File: src/rtl/spsc_pkg.sv
// Package: shared types, constants and path functions
package spsc_pkg;

	localparam int ID_W   = 16;
	localparam int CNT_W  = 17;
	localparam int PID_W  = 32;
	localparam int NUM_ID = 4;
	localparam int NUM_V  = 7;
	localparam int PAT_W  = 6;

	typedef enum logic [1:0] {
		ST_IDLE,
		ST_MUL,
		ST_EMIT
	} state_t;

	typedef struct packed {
		logic       load;
		logic       mul_en;
		logic [1:0] mul_idx;
		logic       emit;
	} cmd_t;

	typedef struct packed {
		logic last;
		logic out_full;
	} stat_t;

	function automatic logic [2:0] ones7(input logic [6:0] x);
		logic [2:0] c;
		c = 3'd0;
		for (int b = 0; b < 7; b++) begin
			c = c + {2'b00, x[b]};
		end
		return c;
	endfunction

	// Next larger step pattern with the same number of left-steps
	function automatic logic [PAT_W-1:0] next_pattern(input logic [PAT_W-1:0] pat);
		logic [6:0] pw;
		logic [6:0] lowest;
		logic [6:0] ripple;
		logic [2:0] cnt;
		logic [2:0] shift;
		logic [6:0] fill;
		pw     = {1'b0, pat};
		lowest = pw & (~pw + 7'd1);
		ripple = pw + lowest;
		cnt    = ones7(ripple ^ pw);
		shift  = (cnt >= 3'd2) ? (cnt - 3'd2) : 3'd0;
		fill   = (7'd1 << shift) - 7'd1;
		return PAT_W'(ripple | fill);
	endfunction

endpackage

File: src/rtl/spsc_ctrl.sv
// Controller: sequences load, product precompute and cell transfers
module spsc_ctrl import spsc_pkg::*; (
	input  logic  clk,
	input  logic  arst_n,
	input  logic  in_valid,
	output logic  in_ready,
	input  logic  out_ready,
	input  stat_t stat,
	output cmd_t  cmd
);

	state_t     state_q, state_d;
	logic [1:0] cnt_q;
	logic       emit_ok;

	assign emit_ok = !stat.out_full || out_ready;

	always_ff @(posedge clk or negedge arst_n) begin
		if (!arst_n) begin
			state_q <= ST_IDLE;
			cnt_q   <= 2'd0;
		end else begin
			state_q <= state_d;
			if (state_q == ST_MUL) begin
				cnt_q <= cnt_q + 2'd1;
			end else begin
				cnt_q <= 2'd0;
			end
		end
	end

	always_comb begin
		state_d = state_q;
		case (state_q)
			ST_IDLE: begin
				if (in_valid) state_d = ST_MUL;
			end
			ST_MUL: begin
				if (cnt_q == 2'd3) state_d = ST_EMIT;
			end
			ST_EMIT: begin
				if (emit_ok && stat.last) state_d = ST_IDLE;
			end
			default: state_d = ST_IDLE;
		endcase
	end

	always_comb begin
		in_ready    = 1'b0;
		cmd.load    = 1'b0;
		cmd.mul_en  = 1'b0;
		cmd.mul_idx = cnt_q;
		cmd.emit    = 1'b0;
		case (state_q)
			ST_IDLE: begin
				in_ready = 1'b1;
				cmd.load = in_valid;
			end
			ST_MUL: begin
				cmd.mul_en = 1'b1;
			end
			ST_EMIT: begin
				cmd.emit = emit_ok;
			end
			default: begin
				in_ready = 1'b0;
			end
		endcase
	end

endmodule

File: src/rtl/spsc_dp.sv
// Datapath: held pair, row products, path walk and output register
module spsc_dp import spsc_pkg::*; (
	input  logic             clk,
	input  logic             arst_n,
	input  cmd_t             cmd,
	output stat_t            stat,
	input  logic             cfg_wr,
	input  logic [CNT_W-1:0] cfg_data,
	input  logic [ID_W-1:0]  left_id_0,
	input  logic [ID_W-1:0]  left_id_1,
	input  logic [ID_W-1:0]  left_id_2,
	input  logic [ID_W-1:0]  left_id_3,
	input  logic [ID_W-1:0]  right_id_0,
	input  logic [ID_W-1:0]  right_id_1,
	input  logic [ID_W-1:0]  right_id_2,
	input  logic [ID_W-1:0]  right_id_3,
	input  logic [1:0]       left_dim,
	input  logic [1:0]       right_dim,
	input  logic             out_ready,
	output logic             out_valid,
	output logic [PID_W-1:0] cell_v0,
	output logic [PID_W-1:0] cell_v1,
	output logic [PID_W-1:0] cell_v2,
	output logic [PID_W-1:0] cell_v3,
	output logic [PID_W-1:0] cell_v4,
	output logic [PID_W-1:0] cell_v5,
	output logic [PID_W-1:0] cell_v6,
	output logic [2:0]       cell_size,
	output logic             last_cell
);

	logic [CNT_W-1:0] nvc_q;
	logic [ID_W-1:0]  lid_q [NUM_ID];
	logic [ID_W-1:0]  rid_q [NUM_ID];
	logic [1:0]       p_q, q_q;
	logic [PAT_W-1:0] pat_q;
	logic [PID_W-1:0] lp_q [NUM_ID];
	logic             out_valid_q;
	logic [PID_W-1:0] cell_q [NUM_V];
	logic [2:0]       size_q;
	logic             last_q;

	logic [2:0]       n;
	logic [PAT_W-1:0] last_pat;
	logic [PID_W-1:0] vert [NUM_V];
	logic [ID_W+CNT_W-1:0] prod;

	assign n        = {1'b0, p_q} + {1'b0, q_q};
	assign last_pat = PAT_W'((7'd1 << p_q) - 7'd1) << q_q;
	assign prod     = lid_q[cmd.mul_idx] * nvc_q;

	assign stat.last     = (pat_q == last_pat);
	assign stat.out_full = out_valid_q;

	always_comb begin
		logic [1:0] ii;
		logic [1:0] jj;
		logic [2:0] bi;
		ii      = 2'd0;
		jj      = 2'd0;
		vert[0] = lp_q[0] + PID_W'(rid_q[0]);
		for (int s = 0; s < NUM_V - 1; s++) begin
			bi = n - 3'(s) - 3'd1;
			if (3'(s) < n) begin
				if (pat_q[bi]) ii = ii + 2'd1;
				else           jj = jj + 2'd1;
				vert[s+1] = lp_q[ii] + PID_W'(rid_q[jj]);
			end else begin
				vert[s+1] = '0;
			end
		end
	end

	always_ff @(posedge clk or negedge arst_n) begin
		if (!arst_n) begin
			nvc_q       <= CNT_W'(1);
			out_valid_q <= 1'b0;
		end else begin
			if (cfg_wr) nvc_q <= cfg_data;
			if (cmd.emit) begin
				out_valid_q <= 1'b1;
			end else if (out_ready) begin
				out_valid_q <= 1'b0;
			end
		end
	end

	always_ff @(posedge clk) begin
		if (cmd.load) begin
			lid_q[0] <= left_id_0;
			lid_q[1] <= left_id_1;
			lid_q[2] <= left_id_2;
			lid_q[3] <= left_id_3;
			rid_q[0] <= right_id_0;
			rid_q[1] <= right_id_1;
			rid_q[2] <= right_id_2;
			rid_q[3] <= right_id_3;
			p_q      <= left_dim;
			q_q      <= right_dim;
			pat_q    <= PAT_W'((7'd1 << left_dim) - 7'd1);
		end else if (cmd.emit) begin
			pat_q <= next_pattern(pat_q);
		end
		if (cmd.mul_en) begin
			lp_q[cmd.mul_idx] <= prod[PID_W-1:0];
		end
		if (cmd.emit) begin
			cell_q <= vert;
			size_q <= n + 3'd1;
			last_q <= stat.last;
		end
	end

	assign out_valid = out_valid_q;
	assign cell_v0   = cell_q[0];
	assign cell_v1   = cell_q[1];
	assign cell_v2   = cell_q[2];
	assign cell_v3   = cell_q[3];
	assign cell_v4   = cell_q[4];
	assign cell_v5   = cell_q[5];
	assign cell_v6   = cell_q[6];
	assign cell_size = size_q;
	assign last_cell = last_q;

endmodule

File: src/rtl/simplex_product_staircase_cells.sv
// Top level: staircase cells of a simplex product, controller plus datapath
// After the input transfer the controller fills the row products, then emits cells via the output register.
// Cells flow at one cell per cycle while out_ready is high; a new item is taken only after the last cell is emitted.
// The single shared 16x17 multiplier fills the four row products before cells flow.
// Reset: arst_n clears the controller, output valid and sets right_vertex_count to 1.
module simplex_product_staircase_cells import spsc_pkg::*; (
	input  logic             clk,
	input  logic             arst_n,
	input  logic             cfg_valid,
	output logic             cfg_ready,
	input  logic [CNT_W-1:0] cfg_data,
	input  logic             in_valid,
	output logic             in_ready,
	input  logic [ID_W-1:0]  left_id_0,
	input  logic [ID_W-1:0]  left_id_1,
	input  logic [ID_W-1:0]  left_id_2,
	input  logic [ID_W-1:0]  left_id_3,
	input  logic [ID_W-1:0]  right_id_0,
	input  logic [ID_W-1:0]  right_id_1,
	input  logic [ID_W-1:0]  right_id_2,
	input  logic [ID_W-1:0]  right_id_3,
	input  logic [1:0]       left_dim,
	input  logic [1:0]       right_dim,
	output logic             out_valid,
	input  logic             out_ready,
	output logic [PID_W-1:0] cell_v0,
	output logic [PID_W-1:0] cell_v1,
	output logic [PID_W-1:0] cell_v2,
	output logic [PID_W-1:0] cell_v3,
	output logic [PID_W-1:0] cell_v4,
	output logic [PID_W-1:0] cell_v5,
	output logic [PID_W-1:0] cell_v6,
	output logic [2:0]       cell_size,
	output logic             last_cell
);

	cmd_t  cmd;
	stat_t stat;

	assign cfg_ready = 1'b1;

	spsc_ctrl u_ctrl (
		.clk       (clk),
		.arst_n    (arst_n),
		.in_valid  (in_valid),
		.in_ready  (in_ready),
		.out_ready (out_ready),
		.stat      (stat),
		.cmd       (cmd)
	);

	spsc_dp u_dp (
		.clk        (clk),
		.arst_n     (arst_n),
		.cmd        (cmd),
		.stat       (stat),
		.cfg_wr     (cfg_valid & cfg_ready),
		.cfg_data   (cfg_data),
		.left_id_0  (left_id_0),
		.left_id_1  (left_id_1),
		.left_id_2  (left_id_2),
		.left_id_3  (left_id_3),
		.right_id_0 (right_id_0),
		.right_id_1 (right_id_1),
		.right_id_2 (right_id_2),
		.right_id_3 (right_id_3),
		.left_dim   (left_dim),
		.right_dim  (right_dim),
		.out_ready  (out_ready),
		.out_valid  (out_valid),
		.cell_v0    (cell_v0),
		.cell_v1    (cell_v1),
		.cell_v2    (cell_v2),
		.cell_v3    (cell_v3),
		.cell_v4    (cell_v4),
		.cell_v5    (cell_v5),
		.cell_v6    (cell_v6),
		.cell_size  (cell_size),
		.last_cell  (last_cell)
	);

endmodule

File: config.mk
export PLATFORM = sky130hd
export DESIGN_NAME = simplex_product_staircase_cells
export DESIGN_NICKNAME = d
export VERILOG_FILES = /design/src/rtl/spsc_pkg.sv /design/src/rtl/spsc_ctrl.sv /design/src/rtl/spsc_dp.sv /design/src/rtl/simplex_product_staircase_cells.sv
export SDC_FILE = /design/constraint.sdc
export NUM_CORES = 2
export LEC_CHECK = 0
export BUFFER_PORTS_ARGS = -buffer_cell sky130_fd_sc_hd__buf_2
export CORE_ASPECT_RATIO = 0.8
export CORE_UTILIZATION = 60
export DETAILED_ROUTE_END_ITERATION = 16
export GPL_TIMING_DRIVEN = 0
export PLACE_DENSITY = 0.8
export SETUP_SLACK_MARGIN = 0.4
export SYNTH_ARGS = -nofsm -noshare
export SYNTH_HDL_FRONTEND = slang
export SYNTH_SLANG_ARGS = --single-unit
File: constraint.sdc
create_clock -name clk -period 25.7 [get_ports clk]
set_input_delay 5.14 -clock clk [delete_from_list [all_inputs] [get_ports clk]]
set_output_delay 5.14 -clock clk [all_outputs]
set_load 0.005 [all_outputs]
==> Word level (Yosys, flattened, before mapping) <==
Memories as Yosys holds them, arrays and structs flattened.
Index checks and enable logic that the tools add are counted.
{ "totals": {"elab_cells": 161, "in_bits": 154, "n_memories": 3, "latchBits": 0, "out_inout_bits": 231, "romBits": 0, "mem_bits_rw": 256, "register_bits": 260} }
{ "classes": {"n_lt_le_gt_ge": 13, "addsub": 42, "div": 0, "bitwise": 4, "eq_ne": 7, "n_mux": 64, "shift": 4, "mul": 1, "reduce_logical": 7} }
{ "memory_table": {"columns": ["name", "words", "word_bits", "rd", "rd_ports_with_merged_regs", "write_ports", "line", "source"], "rows": [
  ["u_dp.lp_q", 4, 32, 7, 0, 1, "spsc_dp.sv:37", "logic [PID_W-1:0] lp_q [NUM_ID];"],
  ["u_dp.lid_q", 4, 16, 1, 0, 4, "spsc_dp.sv:33", "logic [ID_W-1:0] lid_q [NUM_ID];"],
  ["u_dp.rid_q", 4, 16, 7, 0, 4, "spsc_dp.sv:34", "logic [ID_W-1:0] rid_q [NUM_ID];"]
]} }
{ "ops": {"columns": ["op", "n"], "rows": [
  ["32-bit by 16-bit adder with 32-bit output", 7],
  ["2-bit 2-to-1 mux", 36],
  ["16-bit by 17-bit multiplier with 32-bit output", 1],
  ["3-bit by 4-bit less-than comparator with 1-bit output, second input constant", 6],
  ["2-bit by 1-bit adder with 2-bit output, second input constant", 11],
  ["1-bit binary-select mux with 3-bit select", 6],
  ["1-bit 2-to-1 mux", 18],
  ["3-bit by 1-bit subtractor with 3-bit output, second input constant", 6],
  ["6-bit by 1-bit subtractor with 6-bit output, second input constant", 3],
  ["3-bit by 1-bit adder with 3-bit output", 5],
  ["6-bit 2-to-1 mux", 2],
  ["1-bit by 2-bit << shifter with 6-bit output, first input constant", 2],
  ["3-bit by 2-bit subtractor with 3-bit output, second input constant", 3],
  ["6-bit by 7-bit adder with 7-bit output", 1],
  ["7-bit by 1-bit adder with 7-bit output, second input constant", 1],
  ["6-bit by 7-bit bitwise AND with 7-bit output", 1],
  ["6-bit NOT with 7-bit output", 1],
  ["7-bit by 6-bit bitwise XOR with 7-bit output", 1],
  ["6-bit == test", 1],
  ["1-bit by 3-bit less-than comparator with 1-bit output, first input constant", 2],
  ["2-bit by 3-bit less-than comparator with 1-bit output, first input constant", 2],
  ["3-bit less-than comparator, first input constant", 2],
  ["6-bit OR", 1],
  ["2-bit one-hot mux with 3 select lines", 1],
  ["other kinds (18)", 22]
]} }

==> Depth between registers and ports, before layout <==
An unclocked memory read counts as a cell.
{ "depth": {"ltp_word": 28, "ltp_mapped": 41} }

==> Hierarchy <==
From an unflattened synthesis, not the netlist that was laid out.
{ "unflattened": {"hier_cells": 3549, "area_unflattened_um2": 41406.0} }
{ "modules_own_cells": {"columns": ["mod", "cells_per_inst", "seq_area_each_um2", "area_each_um2", "n_inst"], "rows": [
  ["spsc_dp", 3529, 15285.9, 41197.0, 1],
  ["spsc_ctrl", 18, 100.1, 197.7, 1],
  ["simplex_product_staircase_cells", 2, 0.0, 11.3, 1]
]} }

==> Worst setup path after synthesis <==
OpenSTA, ideal clock, no wires.
{ "synth_path": {"kind": "input port to flip-flop", "from": "input out_ready", "to": "register (tool-made name)", "setup_time_ns": 0.346, "arrival_time_ns": 16.535, "path_slack_ns": 8.819, "cell_stages": 3, "path_cell_list": "nand2b_1 nor2b_1 or2_2"} }
{ "synth_rtl": {"columns": ["item", "line", "source"], "rows": [
  ["start: declaration", "simplex_product_staircase_cells.sv:25", "input logic out_ready,"]
]} }

==> Worst setup path in the final report <==
{ "layout_path": {"from": "register u_dp.q_q[1]", "to": "register u_dp.cell_q (netlist bit u_dp.cell_v5[21]) (data pin)"} }
{ "layout_between": {"elab_chain_len": 24} }
{ "layout_lines": {"columns": ["item", "line", "source"], "rows": [
  ["start: declaration", "spsc_dp.sv:35", "logic [1:0] p_q, q_q;"],
  ["start signal: assignment", "spsc_dp.sv:99", "q_q <= right_dim;"],
  ["2-bit by 2-bit adder with 3-bit output (*)", "spsc_dp.sv:48", "assign n = {1'b0, p_q} + {1'b0, q_q};"],
  ["3-bit by 1-bit subtractor with 3-bit output", "spsc_dp.sv:63", "bi = n - 3'(s) - 3'd1;"],
  ["1-bit binary-select mux with 3-bit select", "spsc_dp.sv:65", "if (pat_q[bi]) ii = ii + 2'd1;"],
  ["1-bit 2-to-1 mux (not written as such)", "spsc_dp.sv:65", null],
  ["1-bit 2-to-1 mux", "spsc_dp.sv:65", null],
  ["2-bit 2-to-1 mux (2 in a row)", "spsc_dp.sv:64", "if (3'(s) < n) begin"],
  ["2-bit by 1-bit adder with 2-bit output, on equally long branches", "spsc_dp.sv:65, spsc_dp.sv:66", null],
  ["2-bit 2-to-1 mux", "spsc_dp.sv:65", null],
  ["[6 not listed]", null, null],
  ["2-bit by 1-bit adder with 2-bit output, on equally long branches", "spsc_dp.sv:65, spsc_dp.sv:66", null],
  ["2-bit 2-to-1 mux", "spsc_dp.sv:65", null],
  ["2-bit 2-to-1 mux (2 in a row)", "spsc_dp.sv:64", null],
  ["2-bit by 1-bit adder with 2-bit output, on equally long branches", "spsc_dp.sv:65, spsc_dp.sv:66", null],
  ["2-bit 2-to-1 mux", "spsc_dp.sv:65", null],
  ["2-bit 2-to-1 mux", "spsc_dp.sv:64", null],
  ["memory 4 x 32 bit or memory 4 x 16 bit (tied branches)", null, null],
  ["32-bit by 16-bit adder with 32-bit output", "spsc_dp.sv:67", "vert[s+1] = lp_q[ii] + PID_W'(rid_q[jj]);"],
  ["end signal: assignment", "spsc_dp.sv:108", "cell_q <= vert;"],
  ["end: declaration", "spsc_dp.sv:39", "logic [PID_W-1:0] cell_q [NUM_V];"]
]} }
Every way passes the cells marked *; elsewhere a longest branch is shown, timed or not. The select of a mux whose other input is x is not followed.
A chain may end at the register's enable or synchronous reset.

==> qor.txt <==
===============================================================================================
Outcome                                                                            complete, no violations
Post-DRT Antenna Nets                                                                         0
Timing-limited maximum frequency                                                      79.02 MHz
Initial drt markers                                                                        4874
Largest stage delay on the critical path                                                 990 ps
Kind of cell adding the most delay to the critical path                            compound AO/OA/AOI/OAI gates
Synthesized-area fraction occupied by xor and xnor cells                                0.04614
First-pass GRT wire length                                                             203.0 mm
Detailed placer's ending HPWL                                                          110.7 mm
Synthesized net count                                                                      4653
Effective utilization at floorplan                                                       0.6067
Die area                                                                           0.07240 mm^2
Critical path buffer and inverter count                                                       7
Final number of setup-violating endpoints                                                     0
Buffers inserted by post-CTS timing repair                                                    0
TritonCTS Buffers                                                                            52
Post-detailed-route DRC marker count                                                          0
WP data arrival                                                                        13000 ps
Max Root-Sink Buffers                                                                         3
Slew margin rel.                                                                        0.09848
Port Buffers                                                                                382
Worst path slowest cell                                                            sky130_fd_sc_hd__xnor2_1
Number of synthesized flops with an enable pin                                              494
Number of top-level pins                                                                    385
Number of global-route vias before repair                                                33.07k
Sequential area share after synthesis                                                    0.3595
Slew of the pin with the lowest slew margin                                             1346 ps
Fraction of registers with async set or reset after synthesis                           0.04264
Number of vias per cell                                                                   6.423
Mean instance size in the synthesized netlist                                        10.56 um^2
CTS Hold Buffers Added                                                                        0
Cts repair resizes                                                                            0
Data required time of the critical path                                                26050 ps
Path type of the worst setup path                                                  flop to flop
Initial antenna violation count                                                               2
Routed length per instance                                                             25.19 um
Number of endpoints with negative hold slack in the final report                              0
Max cap viols                                                                                 0
Warnings from Yosys                                                                           0
Simple-gate area share of the yosys netlist                                              0.1456
Cell Rows                                                                                    87
Share of the clock period used by the worst path after layout                            0.4924
Proportion of synthesized area in mux cells                                              0.1475
Root Driver                                                                        sky130_fd_sc_hd__clkbuf_16
Element type at the critical path end                                                      flop
GPL Wtd Cong                                                                              1.145
Cell taking the most area after synthesis                                          sky130_fd_sc_hd__edfxtp_1
Synthesized-area fraction occupied by ao, oa, aoi and oai cells                         0.08461
Unique masters post-synth                                                                    99
Core footprint                                                                     0.07054 mm^2
Critical path fanouts, max                                                                   10
Dominant cells by area after synthesis                                             sky130_fd_sc_hd__edfxtp_1 (35%), sky130_fd_sc_hd__fa_1 (10%), sky130_fd_sc_hd__ha_1 (6.6%)
Final critical delay including setup and external delays                               12650 ps
Pin count of the biggest net entering global routing                                         70
Startpoint type of the worst setup path                                                    flop
Area share of the leading cell type in the synthesized netlist                           0.3466
GR Overflow Total                                                                             0
Worst clock skew                                                                       50.97 ps
Total global routing track utilization                                                   0.3778
Skew-Pair Late Insertion Delay                                                           670 ps
Layout cells sized above 1                                                               0.1783
Sink Count                                                                                  516
Post-Synthesis Cell Area                                                           0.04279 mm^2
Synth Flop Type                                                                    sky130_fd_sc_hd__edfxtp_1
Final layout net count                                                                     5099
Detailed Routing Iterations Pass 1                                                            6
Total detailed-routing wirelength                                                      138.0 mm
Count of state elements after synthesis                                                     516
RSZ-0062 raised after global routing                                                         no
Vertical die dimension                                                                 240.9 um
Max-slew violation total from the final report                                                0
Final setup TNS                                                                            0 ps
Total number of vias                                                                     35.19k
Adder-cell area share of the yosys netlist                                               0.1686
Total number of H-tree levels                                                                 2
Die W                                                                                  300.6 um
HP Class                                                                           flop to flop
Largest family of logic cells by synthesized area                                   adder cells
TritonCTS clock tree                                                                        yes
Clock input transition at the sequential cells of the worst setup and hold paths          60 ps
Number of instances in the synthesized netlist                                             4054
Post-synthesis to final-layout area growth                                               11.90%
===============================================================================================
==> per-layer routing <==
metal	GRT usage	wire [um]
met5	0	34
met4	0.1104	4317
met3	0.1230	21930
met2	0.5431	56980
met1	0.5456	54720
==> registers in the layout, summed over array words and instances, names as in the netlist, named ones only <==
signal	flops
u_dp.rid_q	64
u_dp.last_cell	1
u_dp.pat_q	5
u_dp.cell_v0	32
u_dp.cell_v2	32
u_dp.cell_v5	32
u_ctrl.state_q	2
u_dp.p_q	2
u_dp.cell_v1	32
u_dp.lp_q	128
u_dp.cell_size	3
u_dp.out_valid	1
u_dp.cell_v4	32
u_dp.nvc_q	17
u_ctrl.cnt_q	2
u_dp.cell_v3	32
u_dp.cell_v6	32
u_dp.lid_q	64
u_dp.q_q	2
==> metrics by stage <==
step                  util  worst slack [ps]  instance area (um^2)  hold slack, ps  cells
finish              0.6789             13050                 47890           481.0   5479
global route        0.6788             12790                 47880           493.5   5478
CTS                 0.6788             13570                 47880           466.6   5478
detailed placement  0.6539             13630                 46120           485.1   5380
global placement    0.6504              4043                 45880           472.0   5370
floorplan                -              8819                 42790           448.8   4054
==> worst register-to-register path: cells and delay by family (launching register included) <==
| family | cells | cell delay (ps) |
|---|---|---|
| buf+inv | 7 | 1360 |
| fa+ha+maj | 4 | 1700 |
| simple gates | 6 | 1150 |
| flops | 1 | 430 |
| xor+xnor | 3 | 1610 |
| compound gates | 12 | 5140 |
| mux | 2 | 980 |
==> final timing paths <==
path / slack (ps) / end / cells after the start / from
worst max-delay path: 13050 / u_dp.cell_v5[21] / 34 / u_dp.q_q[1]
worst min-delay path: 480 / u_ctrl.state_q[0] / 1 / u_ctrl.state_q[1]
worst max register to register: 13050 / u_dp.cell_v5[21] / 34 / u_dp.q_q[1]
worst min register to register: 480 / u_ctrl.state_q[0] / 1 / u_ctrl.state_q[1]
max in group asynchronous: 20880 / u_dp.nvc_q[0] / 1 / arst_n
min in group asynchronous: 4460 / u_ctrl.cnt_q[1] / 1 / arst_n
==> cell type report <==
| cell class | count | area [um^2] |
|---|---|---|
| clock inverters | 36 | 402.9 |
| inverters | 305 | 1146 |
| plain buffers | 205 | 907.1 |
| well taps | 934 | 1169 |
| multi-input cells | 3028 | 25380 |
| flip-flops and latches | 516 | 15390 |
| clock buffers | 62 | 1359 |
| fillers | 5387 | 22650 |
| diodes | 1 | 2.502 |
| repair buffers | 392 | 2135 |
==> synth_stat cells (76+ instances only) <==
cell type                  count
sky130_fd_sc_hd__xor2_1      110
sky130_fd_sc_hd__inv_1       301
sky130_fd_sc_hd__clkbuf_1    130
sky130_fd_sc_hd__and2_1      158
sky130_fd_sc_hd__nor2_1      347
sky130_fd_sc_hd__a21oi_1     204
sky130_fd_sc_hd__ha_1        227
sky130_fd_sc_hd__fa_1        218
sky130_fd_sc_hd__xnor2_1     111
sky130_fd_sc_hd__mux2i_1     227
sky130_fd_sc_hd__mux4_2      118
sky130_fd_sc_hd__nand3_1      82
sky130_fd_sc_hd__nand2_1     446
sky130_fd_sc_hd__nor3_1       76
sky130_fd_sc_hd__mux2_2      115
sky130_fd_sc_hd__edfxtp_1    494
sky130_fd_sc_hd__o21ai_0     111
==> placed cells by master (no fill, tap or decap), drive strengths merged, types with 119 or more instances in the layout <==
cell    count
edfxtp    494
ha        227
inv       308
clkbuf    194
o21ai     119
mux4      120
a21oi     206
fa        218
mux2i     228
buf       465
and2      158
nand2     448
nor2      350
==> cell families (layout without fill, tap and decap cells) <==
logic type                 count (synthesis)  count (layout)
AOI/OAI and AO/OA                        573             573
xor gates and xnor gates                 223             223
adders and majority gates                446             446
buffers and inverters                    510            1000
DFF                                      516             516
muxes                                    465             465
other                                      1               2
and+or+nand+nor                         1320            1320
Power is not shown: default switching activity piles up to over one toggle a cycle in this logic, so the estimate is an artifact.
